`config.mk`:
```
export PLATFORM = sky130hd
export DESIGN_NAME = utf8_lenient_decoder_unit_flat
export DESIGN_NICKNAME = d
export VERILOG_FILES = /design/src/hdl/u8d_pkg.sv /design/src/hdl/u8d_req_if.sv /design/src/hdl/u8d_rsp_if.sv /design/src/hdl/utf8_lenient_decoder_unit.sv /design/src/hdl/u8d_decoder.sv /design/src/hdl/u8d_result_fifo.sv /design/src/flat_wrapper.sv
export SDC_FILE = /design/constraint.sdc
export NUM_CORES = 1
export LEC_CHECK = 0
export BUFFER_PORTS_ARGS = -buffer_cell sky130_fd_sc_hd__buf_2
export CAP_MARGIN = 20
export CORE_ASPECT_RATIO = 0.5
export CORE_MARGIN = 4
export CORE_UTILIZATION = 40
export CTS_CLUSTER_SIZE = 20
export DETAILED_ROUTE_END_ITERATION = 16
export PLACE_DENSITY = 0.61
export SLEW_MARGIN = 25
export SYNTH_ARGS = -nofsm -noshare
export SYNTH_HDL_FRONTEND = slang
export SYNTH_SLANG_ARGS = --single-unit
```
`constraint.sdc`:
```
create_clock -name clock -period 9.2 [get_ports clock]
set_input_delay 1.84 -clock clock [delete_from_list [all_inputs] [get_ports clock]]
set_output_delay 1.84 -clock clock [all_outputs]
set_load 0.01 [all_outputs]
```
`src/hdl/u8d_pkg.sv`:
```
// Shared types, constants and the lead byte classifier for the UTF-8 decoder.
`timescale 1ns / 1ps
`default_nettype none

package u8d_pkg;

   // Byte class masks and patterns
   localparam logic [7:0] ASCII_MASK = 8'h80;
   localparam logic [7:0] LEAD2_MASK = 8'hE0;
   localparam logic [7:0] LEAD2_PAT  = 8'hC0;
   localparam logic [7:0] LEAD3_MASK = 8'hF0;
   localparam logic [7:0] LEAD3_PAT  = 8'hE0;
   localparam logic [7:0] LEAD4_MASK = 8'hF8;
   localparam logic [7:0] LEAD4_PAT  = 8'hF0;

   // Sequence lengths a lead byte can announce
   localparam logic [2:0] LEN_SKIP  = 3'd0;
   localparam logic [2:0] LEN_ONE   = 3'd1;
   localparam logic [2:0] LEN_TWO   = 3'd2;
   localparam logic [2:0] LEN_THREE = 3'd3;
   localparam logic [2:0] LEN_FOUR  = 3'd4;

   localparam int CP_W = 21;

   // Result queue geometry
   localparam int FIFO_DEPTH = 4;
   localparam int FIFO_PTR_W = $clog2(FIFO_DEPTH);
   localparam int FIFO_CNT_W = FIFO_PTR_W + 1;

   typedef struct packed {
      logic [CP_W-1:0] code_point;
      logic            has_point;
      logic            end_of_string;
      logic            last_of_run;
   } result_type;

   // Results produced by one byte, count is 0 when nothing moves
   typedef struct packed {
      logic [1:0] count;
      result_type first;
      result_type second;
   } pair_type;

   function automatic logic [2:0] lead_length(input logic [7:0] c);
      logic [2:0] len;
      if ((c & ASCII_MASK) == 8'h00) begin
         len = LEN_ONE;
      end else if ((c & LEAD2_MASK) == LEAD2_PAT) begin
         len = LEN_TWO;
      end else if ((c & LEAD3_MASK) == LEAD3_PAT) begin
         len = LEN_THREE;
      end else if ((c & LEAD4_MASK) == LEAD4_PAT) begin
         len = LEN_FOUR;
      end else begin
         len = LEN_SKIP;
      end
      return len;
   endfunction

endpackage

`default_nettype wire

```
`src/hdl/u8d_req_if.sv`:
```
// Byte input channel interface.
`timescale 1ns / 1ps
`default_nettype none

interface u8d_req_if;
   logic       valid;
   logic       ready;
   logic [7:0] byte_value;
   logic       final_byte;

   modport source (output valid, output byte_value, output final_byte, input ready);
   modport sink   (input valid, input byte_value, input final_byte, output ready);
endinterface

`default_nettype wire

```
`src/hdl/u8d_rsp_if.sv`:
```
// Code point result channel interface.
`timescale 1ns / 1ps
`default_nettype none

interface u8d_rsp_if;
   logic        valid;
   logic        ready;
   logic [20:0] code_point;
   logic        has_point;
   logic        end_of_string;
   logic        last_of_run;

   modport source (output valid, output code_point, output has_point,
                   output end_of_string, output last_of_run, input ready);
   modport sink   (input valid, input code_point, input has_point,
                   input end_of_string, input last_of_run, output ready);
endinterface

`default_nettype wire

```
`src/hdl/utf8_lenient_decoder_unit.sv`:
```
// Each accepted byte is registered in the input stage, then decoded into the result queue.
// Throughput: one byte per cycle while the four-entry result queue has two free slots; a byte
// giving two code points pushes both into that queue, which drains them one at a time.
// Reset: synchronous, active high; clears decode state, the input stage and the queue.
// Held continuation bytes and queue entries are not reset.
`timescale 1ns / 1ps
`default_nettype none

module utf8_lenient_decoder_unit (
   input  logic     clock,
   input  logic     reset,
   u8d_req_if.sink  req_ch,
   u8d_rsp_if.source rsp_ch
);
   import u8d_pkg::*;

   pair_type   pair;
   logic       room;
   result_type head;

   u8d_decoder u_decoder (
      .clock      (clock),
      .reset      (reset),
      .in_valid   (req_ch.valid),
      .in_ready   (req_ch.ready),
      .in_byte    (req_ch.byte_value),
      .in_final   (req_ch.final_byte),
      .queue_room (room),
      .pair       (pair)
   );

   u8d_result_fifo u_fifo (
      .clock     (clock),
      .reset     (reset),
      .pair      (pair),
      .room      (room),
      .out_valid (rsp_ch.valid),
      .out_ready (rsp_ch.ready),
      .out_item  (head)
   );

   // Result channel payload
   assign rsp_ch.code_point    = head.code_point;
   assign rsp_ch.has_point     = head.has_point;
   assign rsp_ch.end_of_string = head.end_of_string;
   assign rsp_ch.last_of_run   = head.last_of_run;

`ifndef SYNTH
   // queue is empty right after reset
   a_empty_after_reset: assert property (@(posedge clock)
      reset |=> !rsp_ch.valid)
      else $error("result valid right after reset");

   // a pair always carries two real points and only the second closes the run
   a_pair_shape: assert property (@(posedge clock) disable iff (reset)
      (pair.count == 2'd2) |-> (pair.first.has_point && pair.second.has_point &&
                               !pair.first.last_of_run && pair.second.last_of_run))
      else $error("malformed two-result push");

   // an empty result only closes a string
   a_empty_result: assert property (@(posedge clock) disable iff (reset)
      (pair.count != 2'd0 && !pair.first.has_point) |->
         (pair.first.end_of_string && pair.count == 2'd1 && pair.first.code_point == '0))
      else $error("empty result outside end of string");

   // never push while the queue lacks room
   a_no_overflow: assert property (@(posedge clock) disable iff (reset)
      (pair.count != 2'd0) |-> room)
      else $error("result queue overflow");
`endif

endmodule

`default_nettype wire

```
`src/hdl/u8d_decoder.sv`:
```
// Input register, decode state and single-pass byte decode.
`timescale 1ns / 1ps
`default_nettype none

module u8d_decoder (
   input  logic              clock,
   input  logic              reset,
   input  logic              in_valid,
   output logic              in_ready,
   input  logic [7:0]        in_byte,
   input  logic              in_final,
   input  logic              queue_room,
   output u8d_pkg::pair_type pair
);
   import u8d_pkg::*;

   logic            in_valid_ff, in_valid_in;
   logic [7:0]      byte_ff;
   logic            fin_ff;
   logic [1:0]      need_ff, need_in;
   logic [1:0]      coll_ff, coll_in;
   logic [CP_W-1:0] acc_ff, acc_in;
   logic [7:0]      held_ff, held_in;

   logic            accept, move;
   logic [2:0]      lead_b, lead_h;
   logic [CP_W-1:0] cand0, cand1;
   logic            v0, v1;
   logic [1:0]      cnt;
   result_type      r0, r1;

   assign move     = in_valid_ff && queue_room;
   assign in_ready = !in_valid_ff || move;
   assign accept   = in_valid && in_ready;

   // Next decode state and candidate code points
   always_comb begin
      lead_b  = lead_length(byte_ff);
      lead_h  = lead_length(held_ff);
      cand0   = '0;
      cand1   = '0;
      need_in = need_ff;
      coll_in = coll_ff;
      acc_in  = acc_ff;
      held_in = held_ff;
      if (need_ff != 2'd0) begin
         if (need_ff == 2'd1) begin
            // last continuation completes the sequence
            cand0   = {acc_ff[CP_W-7:0], byte_ff[5:0]};
            need_in = 2'd0;
            coll_in = 2'd0;
            acc_in  = '0;
         end else if (fin_ff) begin
            // string ends inside a sequence: redecode the held tail
            if (coll_ff == 2'd0) begin
               if (lead_b == LEN_ONE) cand0 = {13'd0, byte_ff};
            end else if (lead_h == LEN_ONE) begin
               cand0 = {13'd0, held_ff};
               if (lead_b == LEN_ONE) cand1 = {13'd0, byte_ff};
            end else if (lead_h == LEN_TWO) begin
               cand0 = {10'd0, held_ff[4:0], byte_ff[5:0]};
            end else if (lead_b == LEN_ONE) begin
               cand0 = {13'd0, byte_ff};
            end
         end else begin
            // only the first held byte is ever redecoded
            if (!coll_ff[0]) held_in = byte_ff;
            acc_in  = {acc_ff[CP_W-7:0], byte_ff[5:0]};
            need_in = need_ff - 2'd1;
            coll_in = coll_ff + 2'd1;
         end
      end else begin
         if (lead_b == LEN_ONE) begin
            cand0 = {13'd0, byte_ff};
         end else if (lead_b != LEN_SKIP && !fin_ff) begin
            case (lead_b)
               LEN_TWO:   acc_in = {16'd0, byte_ff[4:0]};
               LEN_THREE: acc_in = {17'd0, byte_ff[3:0]};
               default:   acc_in = {18'd0, byte_ff[2:0]};
            endcase
            need_in = 2'(lead_b - 3'd1);
            coll_in = 2'd0;
         end
      end
      if (fin_ff) begin
         need_in = 2'd0;
         coll_in = 2'd0;
         acc_in  = '0;
      end
   end

   // Drop zero points and pack results
   always_comb begin
      v0 = (cand0 != '0);
      v1 = (cand1 != '0);
      r0 = '0;
      r1 = '0;
      cnt = 2'd0;
      if (v0 && v1) begin
         cnt = 2'd2;
         r0  = '{code_point: cand0, has_point: 1'b1, end_of_string: 1'b0, last_of_run: 1'b0};
         r1  = '{code_point: cand1, has_point: 1'b1, end_of_string: fin_ff,
                 last_of_run: 1'b1};
      end else if (v0 || v1) begin
         cnt = 2'd1;
         r0  = '{code_point: (v0 ? cand0 : cand1), has_point: 1'b1,
                 end_of_string: fin_ff, last_of_run: 1'b1};
      end else if (fin_ff) begin
         // final byte without a point still closes the string
         cnt = 2'd1;
         r0  = '{code_point: '0, has_point: 1'b0, end_of_string: 1'b1, last_of_run: 1'b1};
      end
      pair.count  = move ? cnt : 2'd0;
      pair.first  = r0;
      pair.second = r1;
   end

   // Input stage and state registers
   always_comb begin
      in_valid_in = in_valid_ff;
      if (accept) begin
         in_valid_in = 1'b1;
      end else if (move) begin
         in_valid_in = 1'b0;
      end
   end

   always_ff @(posedge clock) begin
      if (reset) begin
         in_valid_ff <= 1'b0;
         need_ff     <= 2'd0;
         coll_ff     <= 2'd0;
         acc_ff      <= '0;
      end else begin
         in_valid_ff <= in_valid_in;
         if (move) begin
            need_ff <= need_in;
            coll_ff <= coll_in;
            acc_ff  <= acc_in;
         end
      end
   end

   always_ff @(posedge clock) begin
      if (accept) begin
         byte_ff <= in_byte;
         fin_ff  <= in_final;
      end
      if (move) held_ff <= held_in;
   end

endmodule

`default_nettype wire

```
`src/hdl/u8d_result_fifo.sv`:
```
// Small result queue taking up to two items per cycle and giving one.
`timescale 1ns / 1ps
`default_nettype none

module u8d_result_fifo (
   input  logic                clock,
   input  logic                reset,
   input  u8d_pkg::pair_type   pair,
   output logic                room,
   output logic                out_valid,
   input  logic                out_ready,
   output u8d_pkg::result_type out_item
);
   import u8d_pkg::*;

   result_type            mem [FIFO_DEPTH];
   logic [FIFO_PTR_W-1:0] wr_ff, wr_in, rd_ff, rd_in;
   logic [FIFO_CNT_W-1:0] count_ff, count_in;
   logic                  pop;
   logic [FIFO_PTR_W-1:0] wr_next;

   assign room      = (count_ff <= FIFO_CNT_W'(FIFO_DEPTH - 2));
   assign out_valid = (count_ff != '0);
   assign out_item  = mem[rd_ff];
   assign pop       = out_valid && out_ready;
   assign wr_next   = FIFO_PTR_W'(wr_ff + 1'b1);

   // Pointer and occupancy update
   always_comb begin
      wr_in    = FIFO_PTR_W'(wr_ff + pair.count);
      rd_in    = pop ? FIFO_PTR_W'(rd_ff + 1'b1) : rd_ff;
      count_in = FIFO_CNT_W'(count_ff + FIFO_CNT_W'(pair.count) - FIFO_CNT_W'(pop));
   end

   always_ff @(posedge clock) begin
      if (reset) begin
         wr_ff    <= '0;
         rd_ff    <= '0;
         count_ff <= '0;
      end else begin
         wr_ff    <= wr_in;
         rd_ff    <= rd_in;
         count_ff <= count_in;
      end
   end

   // Storage writes
   always_ff @(posedge clock) begin
      if (pair.count != 2'd0) mem[wr_ff] <= pair.first;
      if (pair.count == 2'd2) mem[wr_next] <= pair.second;
   end

endmodule

`default_nettype wire
```
`src/flat_wrapper.sv`:
```
// flat-port wrapper written by rule: the top's interface ports become plain ports
module utf8_lenient_decoder_unit_flat import u8d_pkg::*;
  (clock, reset, req_ch_valid, req_ch_byte_value, req_ch_final_byte, req_ch_ready, rsp_ch_valid, rsp_ch_code_point, rsp_ch_has_point, rsp_ch_end_of_string, rsp_ch_last_of_run, rsp_ch_ready);
  u8d_req_if req_ch_i ();
  u8d_rsp_if rsp_ch_i ();
  input  logic clock;
  input  logic reset;
  input wire logic [$bits(req_ch_i.valid)-1:0] req_ch_valid;
  input wire logic [$bits(req_ch_i.byte_value)-1:0] req_ch_byte_value;
  input wire logic [$bits(req_ch_i.final_byte)-1:0] req_ch_final_byte;
  output wire logic [$bits(req_ch_i.ready)-1:0] req_ch_ready;
  output wire logic [$bits(rsp_ch_i.valid)-1:0] rsp_ch_valid;
  output wire logic [$bits(rsp_ch_i.code_point)-1:0] rsp_ch_code_point;
  output wire logic [$bits(rsp_ch_i.has_point)-1:0] rsp_ch_has_point;
  output wire logic [$bits(rsp_ch_i.end_of_string)-1:0] rsp_ch_end_of_string;
  output wire logic [$bits(rsp_ch_i.last_of_run)-1:0] rsp_ch_last_of_run;
  input wire logic [$bits(rsp_ch_i.ready)-1:0] rsp_ch_ready;
  assign req_ch_i.valid = req_ch_valid;
  assign req_ch_i.byte_value = req_ch_byte_value;
  assign req_ch_i.final_byte = req_ch_final_byte;
  assign req_ch_ready = req_ch_i.ready;
  assign rsp_ch_valid = rsp_ch_i.valid;
  assign rsp_ch_code_point = rsp_ch_i.code_point;
  assign rsp_ch_has_point = rsp_ch_i.has_point;
  assign rsp_ch_end_of_string = rsp_ch_i.end_of_string;
  assign rsp_ch_last_of_run = rsp_ch_i.last_of_run;
  assign rsp_ch_i.ready = rsp_ch_ready;
  utf8_lenient_decoder_unit u_core (.clock(clock), .reset(reset), .req_ch(req_ch_i), .rsp_ch(rsp_ch_i));
endmodule
```
==> impl_metrics.json, run 1 <==
{
  "synthToLayoutAreaGrowth_pct": 13.1,
  "hold_path_startpoint": "u_core.u_decoder.coll_ff[1]$_SDFFE_PP0P_",
  "synth_seq_cells": 142,
  "critPathLaunchType": "flop",
  "cts_repair_resize_count": 0,
  "maximum_clock_frequency_mhz": 200,
  "post-dp-hpwl_mm": 12.4,
  "power.density_cell_area_mw_per_mm2": 231,
  "mean_instance_size_in_the_synthesized_netlist_um2": 10.4,
  "numCtsBuffers": 17,
  "first_global_vias": 5468,
  "fill_cells": 1547,
  "clkLatencyLatePin_ns": 0.42,
  "path_clk_slew_ns": 0.07,
  "core_mm2": 0.0166,
  "synth.net_count": 687,
  "arrival_worst_endpoint_ns": 5.28,
  "layout-drive-gt1-share_pct": 18.0,
  "tns_ns": 0,
  "root_buffer": "sky130_fd_sc_hd__clkbuf_16",
  "post-layout-total-power_w": 0.00179,
  "postRouteWirelength_mm": 18.9,
  "timing.max_cap.violations": 0,
  "cts_num_sinks": 142,
  "gp_congestion": 0.893,
  "layout_worst_path_cycle_share_pct": 54.2,
  "netlist-cell-type-count": 65,
  "port_buffers": 38,
  "antenna_found_initial": 0,
  "route.detailed.drc": 0,
  "layout.core_utilization_pct": 46.8,
  "synth_flop_cell": "sky130_fd_sc_hd__dfxtp_1",
  "syn_area_mm2": 0.00687,
  "clk_path_buf_depth": 2,
  "cp_max_fo": 14,
  "layout.nets": 699,
  "timing.critical_path.required_ns": 9.49,
  "post_detailed_route_via_to_cell_ratio": 6.12,
  "h-tree-depth": 4,
  "timing.rr.start": "u_core.u_decoder.byte_ff[7]$_DFFE_PP_",
  "grt-ovfl-total": 0,
  "tritoncts_clock_tree": "done",
  "setup_viol_count_final": 0,
  "antenna_violating_nets_post_route": 0,
  "hold_ws_ns": 0.453,
  "nature_of_the_critical_path_endpoint": "flop",
  "chipWidth_um": 193,
  "slew_violations": 0,
  "r2r_slack_ns": 4.21,
  "r2r_end": "u_core.u_fifo.count_ff[2]$_SDFF_PP0_",
  "p_leak_nw": 2.55,
  "worst_slew_margin_rel_pct": 26.6,
  "num_io_pins": 39,
  "drt-pass1-iter-count": 5,
  "yosys_warnings": 0,
  "finalCriticalPeriod_ns": 4.99,
  "r2r_cells": 18,
  "insertedDiodeCount": 0,
  "synth-edff-count": 61,
  "rsz0062_at_grt": "false",
  "crit_path_start": "u_core.u_decoder.byte_ff[7]$_DFFE_PP_",
  "hold_fix_buffers_at_cts": 0,
  "postSynthCellCount": 662,
  "seq_area_frac_synth_pct": 50.3,
  "worst_clock_skew_ns": 0.0113,
  "floorplan.die_area_mm2": 0.0195,
  "initial_core_util_pct": 41.4,
  "drt_iter0_markers": 620,
  "average_routed_wire_per_standard_cell_um": 20.7,
  "worst_max_slew_pin_slew_ns": 1.10,
  "result_of_the_run": "finished, final reports clean",
  "placementRows": 33,
  "grt_max_degree": 43,
  "postCtsSetupRepairBufs": 0,
  "holdPathStages": 2,
  "hold_end": "u_core.u_decoder.coll_ff[1]$_SDFFE_PP0P_",
  "num_vias": 5595,
  "fp.dieH_um": 101,
  "min-delay-path-class": "reg -> reg",
  "ir_drop_mv": 0.133,
  "final_hold_viol_count": 0,
  "first_pass_grt_wire_length_mm": 30.4,
  "category_of_the_critical_setup_timing_path": "reg -> reg",
  "grt.total_usage_pct": 19.7,
  "synthArstFlopShare_pct": 0
}
[report_power, final]
part / switching, W / leakage [nW] / internal [W] / total, W
combinational: 0.000188 / 1.10 / 0.000146 / 0.000334
clock: 0.000308 / 0.288 / 0.000387 / 0.000695
sequential: 0.0000591 / 1.16 / 0.000703 / 0.000762
[synth_stat cells, types with 5 or more instances]
library cell                n  area share, %
sky130_fd_sc_hd__ha_1      11            2.0
sky130_fd_sc_hd__nand3_1   27            2.0
sky130_fd_sc_hd__a31oi_2    5           0.91
sky130_fd_sc_hd__a22o_1     7           0.89
sky130_fd_sc_hd__buf_1      5           0.27
sky130_fd_sc_hd__a21oi_1   77            5.6
sky130_fd_sc_hd__and3_1     5           0.46
sky130_fd_sc_hd__nor2_1    18           0.98
sky130_fd_sc_hd__nand4_1   32            2.9
sky130_fd_sc_hd__mux4_2    24            7.9
sky130_fd_sc_hd__buf_2      9           0.66
sky130_fd_sc_hd__nand2_1   46            2.5
sky130_fd_sc_hd__edfxtp_1  61             27
sky130_fd_sc_hd__nor2b_1    6           0.55
sky130_fd_sc_hd__dfxtp_1   81             24
sky130_fd_sc_hd__inv_1     24            1.3
sky130_fd_sc_hd__nor3_1    27            2.0
sky130_fd_sc_hd__a32o_1     9            1.3
sky130_fd_sc_hd__clkbuf_1  32            1.7
sky130_fd_sc_hd__o21ai_0   46            3.4
sky130_fd_sc_hd__o22ai_1   34            3.1
[logic make-up after synthesis]
| kind of cell | share of synthesized area, % |
|---|---|
| compound gates | 19.4 |
| xor+xnor | 0.638 |
| fa+ha+maj | 2.30 |
| buf+inv | 4.70 |
| flops | 50.3 |
| mux | 8.16 |
| simple gates | 14.5 |
[worst max-delay path: stages, from the launching register on]
cell and delay [ns]:
sky130_fd_sc_hd__edfxtp_1 0.63, sky130_fd_sc_hd__inv_1 0.18, sky130_fd_sc_hd__a31oi_1 0.39, sky130_fd_sc_hd__inv_1 0.13, sky130_fd_sc_hd__ha_1 0.24, sky130_fd_sc_hd__o311ai_0 0.15
sky130_fd_sc_hd__o21ai_1 0.29, sky130_fd_sc_hd__nor3_1 0.58, sky130_fd_sc_hd__nand3_1 0.34, sky130_fd_sc_hd__mux2i_1 0.48, sky130_fd_sc_hd__nand2b_1 0.19, sky130_fd_sc_hd__ha_1 0.24
sky130_fd_sc_hd__inv_1 0.06, sky130_fd_sc_hd__ha_1 0.14, sky130_fd_sc_hd__inv_1 0.05, sky130_fd_sc_hd__fa_1 0.38, sky130_fd_sc_hd__xnor2_1 0.19, sky130_fd_sc_hd__xnor2_1 0.15
sky130_fd_sc_hd__nor2_1 0.05
[how the worst max path moves through the flow]
stage | depth (start not counted) | slack (ns) | to
finish | 18 | 4.21 | u_core.u_fifo.count_ff[2]$_SDFF_PP0_
global route | 18 | 3.91 | u_core.u_fifo.count_ff[2]$_SDFF_PP0_
CTS | 18 | 4.33 | u_core.u_fifo.count_ff[2]$_SDFF_PP0_
detailed placement | 18 | 4.42 | u_core.u_fifo.count_ff[2]$_SDFF_PP0_
global placement | 18 | 4.67 | u_core.u_fifo.count_ff[2]$_SDFF_PP0_
floorplan | 19 | 5.21 | u_core.u_fifo.count_ff[2]$_SDFF_PP0_
[routing by layer]
layer  routed length, um  global-route usage, %
met5                   0                      0
met2                8350                   30.2
met1                9120                   28.7
met3                1170                   3.37
met4                 248                   6.42
[metrics by stage]
stage          cells  instance area [um^2]  setup WS [ns]
2_1_floorplan    662                  6870           5.21
3_3_place_gp     882                  7170           4.67
3_5_place_dp     882                  7180           4.42
4_1_cts          914                  7770           4.33
5_1_grt          914                  7770           3.91
6_report         914                  7770           4.21
[registers in the layout, summed over array words and instances (netlist names), named ones only]
register                      flops
u_core.u_decoder.acc_ff          15
u_core.u_decoder.byte_ff          8
u_core.u_decoder.coll_ff          2
u_core.u_decoder.fin_ff           1
u_core.u_decoder.held_ff          8
u_core.u_decoder.in_valid_ff      1
u_core.u_decoder.need_ff          2
u_core.u_fifo.count_ff            3
u_core.u_fifo.mem                96
u_core.u_fifo.rd_ff               2
u_core.u_fifo.wr_ff               2
[area by class of cell]
type / count / area, um^2 / share of cell area [%]
clock buffers: 17 / 425 / 5.48
repair buffers: 45 / 243 / 3.13
well taps: 227 / 284 / 3.66
inverters: 25 / 93.8 / 1.21
clock inverters: 15 / 164 / 2.11
flip-flops and latches: 142 / 3450 / 44.5
multi-input cells: 443 / 3100 / 39.9
[cell usage in the layout, fill, tap and decap left out, types with 5 or more instances in the layout]
cell                        instances
sky130_fd_sc_hd__nand3_1           27
sky130_fd_sc_hd__a32o_1             9
sky130_fd_sc_hd__o21ai_0           45
sky130_fd_sc_hd__edfxtp_1          61
sky130_fd_sc_hd__mux4_2            24
sky130_fd_sc_hd__nor2_1            17
sky130_fd_sc_hd__buf_2             38
sky130_fd_sc_hd__a31oi_2            5
sky130_fd_sc_hd__a21oi_1           77
sky130_fd_sc_hd__nor3_1            26
sky130_fd_sc_hd__nand2_1           46
sky130_fd_sc_hd__inv_6              9
sky130_fd_sc_hd__and3_1             5
sky130_fd_sc_hd__o22ai_1           34
sky130_fd_sc_hd__nor2b_1            6
sky130_fd_sc_hd__a22o_1             7
sky130_fd_sc_hd__clkbuf_16         17
sky130_fd_sc_hd__buf_4              7
sky130_fd_sc_hd__ha_1              11
sky130_fd_sc_hd__nand4_1           32
sky130_fd_sc_hd__dfxtp_1           80
sky130_fd_sc_hd__inv_1             24
(Power assumes the default switching activity.)
==> run 2, diff against run 1 <==
==> constraint.sdc (replaced) <==
create_clock -name clock -period 4.6 [get_ports clock]
set_input_delay 0.92 -clock clock [delete_from_list [all_inputs] [get_ports clock]]
set_output_delay 0.92 -clock clock [all_outputs]
set_load 0.01 [all_outputs]
==> impl_metrics.json, run 2 (synthesized netlist as in run 1, its figures left out) <==
{
  "path_clk_slew_ns": 0.07,
  "r2r_slack_ns": 0.38,
  "grt.busiest_layer": "met2",
  "grt_max_degree": 42,
  "layout-drive-gt1-share_pct": 20.5,
  "timing.critical_path.required_ns": 4.89,
  "dpl_cell_area_mm2": 0.00732,
  "fill_cells": 1561,
  "netSwitchingPower_w": 0.00111,
  "average_routed_wire_per_standard_cell_um": 20.2,
  "power.density_cell_area_mw_per_mm2": 459,
  "cts_num_sinks": 142,
  "nature_of_the_critical_path_endpoint": "flop",
  "insertedDiodeCount": 0,
  "grt.total_usage_pct": 19.7,
  "drt_iter0_markers": 656,
  "tritoncts_clock_tree": "done",
  "grt-ovfl-total": 0,
  "sequential_power_share_pct": 41.5,
  "worst_slew_margin_rel_pct": 43.6,
  "numCtsBuffers": 17,
  "antenna_found_initial": 0,
  "r2r_cells": 18,
  "first_pass_grt_wire_length_mm": 30.4,
  "final_hold_viol_count": 0,
  "tns_ns": 0,
  "share_comb_of_total_power_pct": 18.9,
  "holdPathStages": 2,
  "setup_viol_count_final": 0,
  "hold_end": "u_core.u_decoder.coll_ff[1]$_SDFFE_PP0P_",
  "globalRouteMet2Util_pct": 30.4,
  "largest_registers": "u_core.u_fifo.mem: 96 flops, u_core.u_decoder.acc_ff: 15 flops",
  "antenna_violating_nets_post_route": 0,
  "cts_repair_resize_count": 0,
  "clk_path_buf_depth": 2,
  "synthToLayoutAreaGrowth_pct": 15.8,
  "port_buffers": 38,
  "share_clk_of_total_power_pct": 39.6,
  "num_io_pins": 39,
  "result_of_the_run": "finished, final reports clean",
  "finalCriticalPeriod_ns": 4.22,
  "fp.dieH_um": 101,
  "post-layout-total-power_w": 0.00365,
  "hold_path_startpoint": "u_core.u_decoder.coll_ff[1]$_SDFFE_PP0P_",
  "grt_use_met1_pct": 28.2,
  "initial_core_util_pct": 41.4,
  "floorplan.die_area_mm2": 0.0195,
  "postRouteWirelength_mm": 18.9,
  "netSwitchingFraction_pct": 30.3,
  "placementRows": 33,
  "slew_violations": 0,
  "h-tree-depth": 4,
  "hold_ws_ns": 0.461,
  "timing.max_cap.violations": 0,
  "postCtsSetupRepairBufs": 0,
  "drt-pass1-iter-count": 5,
  "setup_slack_ns": 0.379,
  "chipWidth_um": 193,
  "ir_drop_mv": 0.265,
  "detailedPlace.worstSlack_ns": 0.383,
  "cp_max_fo": 11,
  "worst_clock_skew_ns": 0.0139,
  "clkLatencyLatePin_ns": 0.43,
  "arrival_worst_endpoint_ns": 4.51,
  "timing.rr.start": "u_core.u_decoder.coll_ff[0]$_SDFFE_PP0P_",
  "layout.nets": 719,
  "worst_max_slew_pin_slew_ns": 0.844,
  "post_detailed_route_via_to_cell_ratio": 6.05,
  "r2r_end": "u_core.u_fifo.count_ff[2]$_SDFF_PP0_",
  "post-dp-hpwl_mm": 12.7,
  "first_global_vias": 5514,
  "hold_fix_buffers_at_cts": 0,
  "root_buffer": "sky130_fd_sc_hd__clkbuf_16",
  "stdcell_area_mm2": 0.00795,
  "min-delay-path-class": "reg -> reg",
  "met3_usage_pct": 4.44,
  "critPathLaunchType": "flop",
  "internal_power_w": 0.00254,
  "final_common_cell": "sky130_fd_sc_hd__dfxtp_1",
  "gp_congestion": 0.899,
  "rsz0062_at_grt": "false",
  "largest_register_ff_count": 96,
  "category_of_the_critical_setup_timing_path": "reg -> reg",
  "num_vias": 5649,
  "p_leak_nw": 2.66,
  "layout_worst_path_cycle_share_pct": 91.8,
  "route.detailed.drc": 0,
  "final_cell_mix": "sky130_fd_sc_hd__dfxtp_1, sky130_fd_sc_hd__a21oi_1, sky130_fd_sc_hd__edfxtp_1, sky130_fd_sc_hd__nand2_1, sky130_fd_sc_hd__o21ai_0",
  "maximum_clock_frequency_mhz": 237,
  "max_flop_register": "u_core.u_fifo.mem",
  "core_mm2": 0.0166
}
-- run 2: area by class of cell --
cell class / instances / area (um^2) / share of cell area (%)
Sequential cell: 142 / 3460 / 43.5
Inverter: 25 / 93.8 / 1.18
Clock inverter: 15 / 195 / 2.46
Tap cell: 227 / 284 / 3.57
Timing Repair Buffer: 65 / 393 / 4.94
Clock buffer: 17 / 425 / 5.35
Multi-Input combinational cell: 443 / 3100 / 39.0
-- run 2: how the worst max path moves through the flow --
| stage | start | to | slack [ns] | depth (start not counted) |
|---|---|---|---|---|
| CTS | u_core.u_decoder.coll_ff[0]$_SDFFE_PP0P_ | u_core.u_fifo.count_ff[2]$_SDFF_PP0_ | 0.36 | 18 |
| finish | u_core.u_decoder.coll_ff[0]$_SDFFE_PP0P_ | u_core.u_fifo.count_ff[2]$_SDFF_PP0_ | 0.38 | 18 |
| global route | u_core.u_decoder.coll_ff[0]$_SDFFE_PP0P_ | u_core.u_fifo.count_ff[2]$_SDFF_PP0_ | 0.05 | 18 |
| detailed placement | u_core.u_decoder.coll_ff[0]$_SDFFE_PP0P_ | u_core.u_fifo.count_ff[2]$_SDFF_PP0_ | 0.38 | 18 |
| floorplan | u_core.u_decoder.byte_ff[7]$_DFFE_PP_ | u_core.u_fifo.count_ff[2]$_SDFF_PP0_ | 0.61 | 19 |
| global placement | u_core.u_decoder.coll_ff[0]$_SDFFE_PP0P_ | u_core.u_fifo.count_ff[2]$_SDFF_PP0_ | 0.49 | 18 |
-- run 2: worst max-delay path: stages (launching register included) --
cell	delay [ns]
sky130_fd_sc_hd__dfxtp_1	0.31
sky130_fd_sc_hd__inv_1	0.08
sky130_fd_sc_hd__ha_1	0.37
sky130_fd_sc_hd__nand4bb_1	0.21
sky130_fd_sc_hd__nor2_1	0.10
sky130_fd_sc_hd__a22o_1	0.29
sky130_fd_sc_hd__or4_4	0.57
sky130_fd_sc_hd__nor3_2	0.25
sky130_fd_sc_hd__nand3_1	0.16
sky130_fd_sc_hd__mux2i_2	0.35
sky130_fd_sc_hd__nand2b_1	0.17
sky130_fd_sc_hd__ha_1	0.23
sky130_fd_sc_hd__inv_1	0.06
sky130_fd_sc_hd__ha_1	0.13
sky130_fd_sc_hd__inv_1	0.04
sky130_fd_sc_hd__fa_1	0.37
sky130_fd_sc_hd__xnor2_1	0.19
sky130_fd_sc_hd__xnor2_1	0.14
sky130_fd_sc_hd__nor2_1	0.06
-- run 2: power groups by stage --
stage / sequential, W / combinational, W / clock, W
after floorplan: 0.00146 / 0.000542 / 0
after global placement: 0.00154 / 0.000681 / 0
after detailed placement: 0.00155 / 0.000686 / 0
after CTS: 0.00152 / 0.000689 / 0.00147
after global routing: 0.00154 / 0.000754 / 0.00152
final: 0.00152 / 0.000689 / 0.00144
-- run 2: per-stage QoR --
stage | util, % | cells
6_report | 47.9 | 934
5_1_grt | 47.9 | 934
4_1_cts | 47.9 | 934
3_5_place_dp | 44.1 | 902
3_3_place_gp | 44.1 | 902
2_1_floorplan | - | 662
-- run 2: metal layers --
layer  wire length [um]  vias to the layer above
li1                   -                     2615
met1               8850                     2764
met2               8520                      245
met3               1230                       25
met4                260                        0
met5                  0                        -
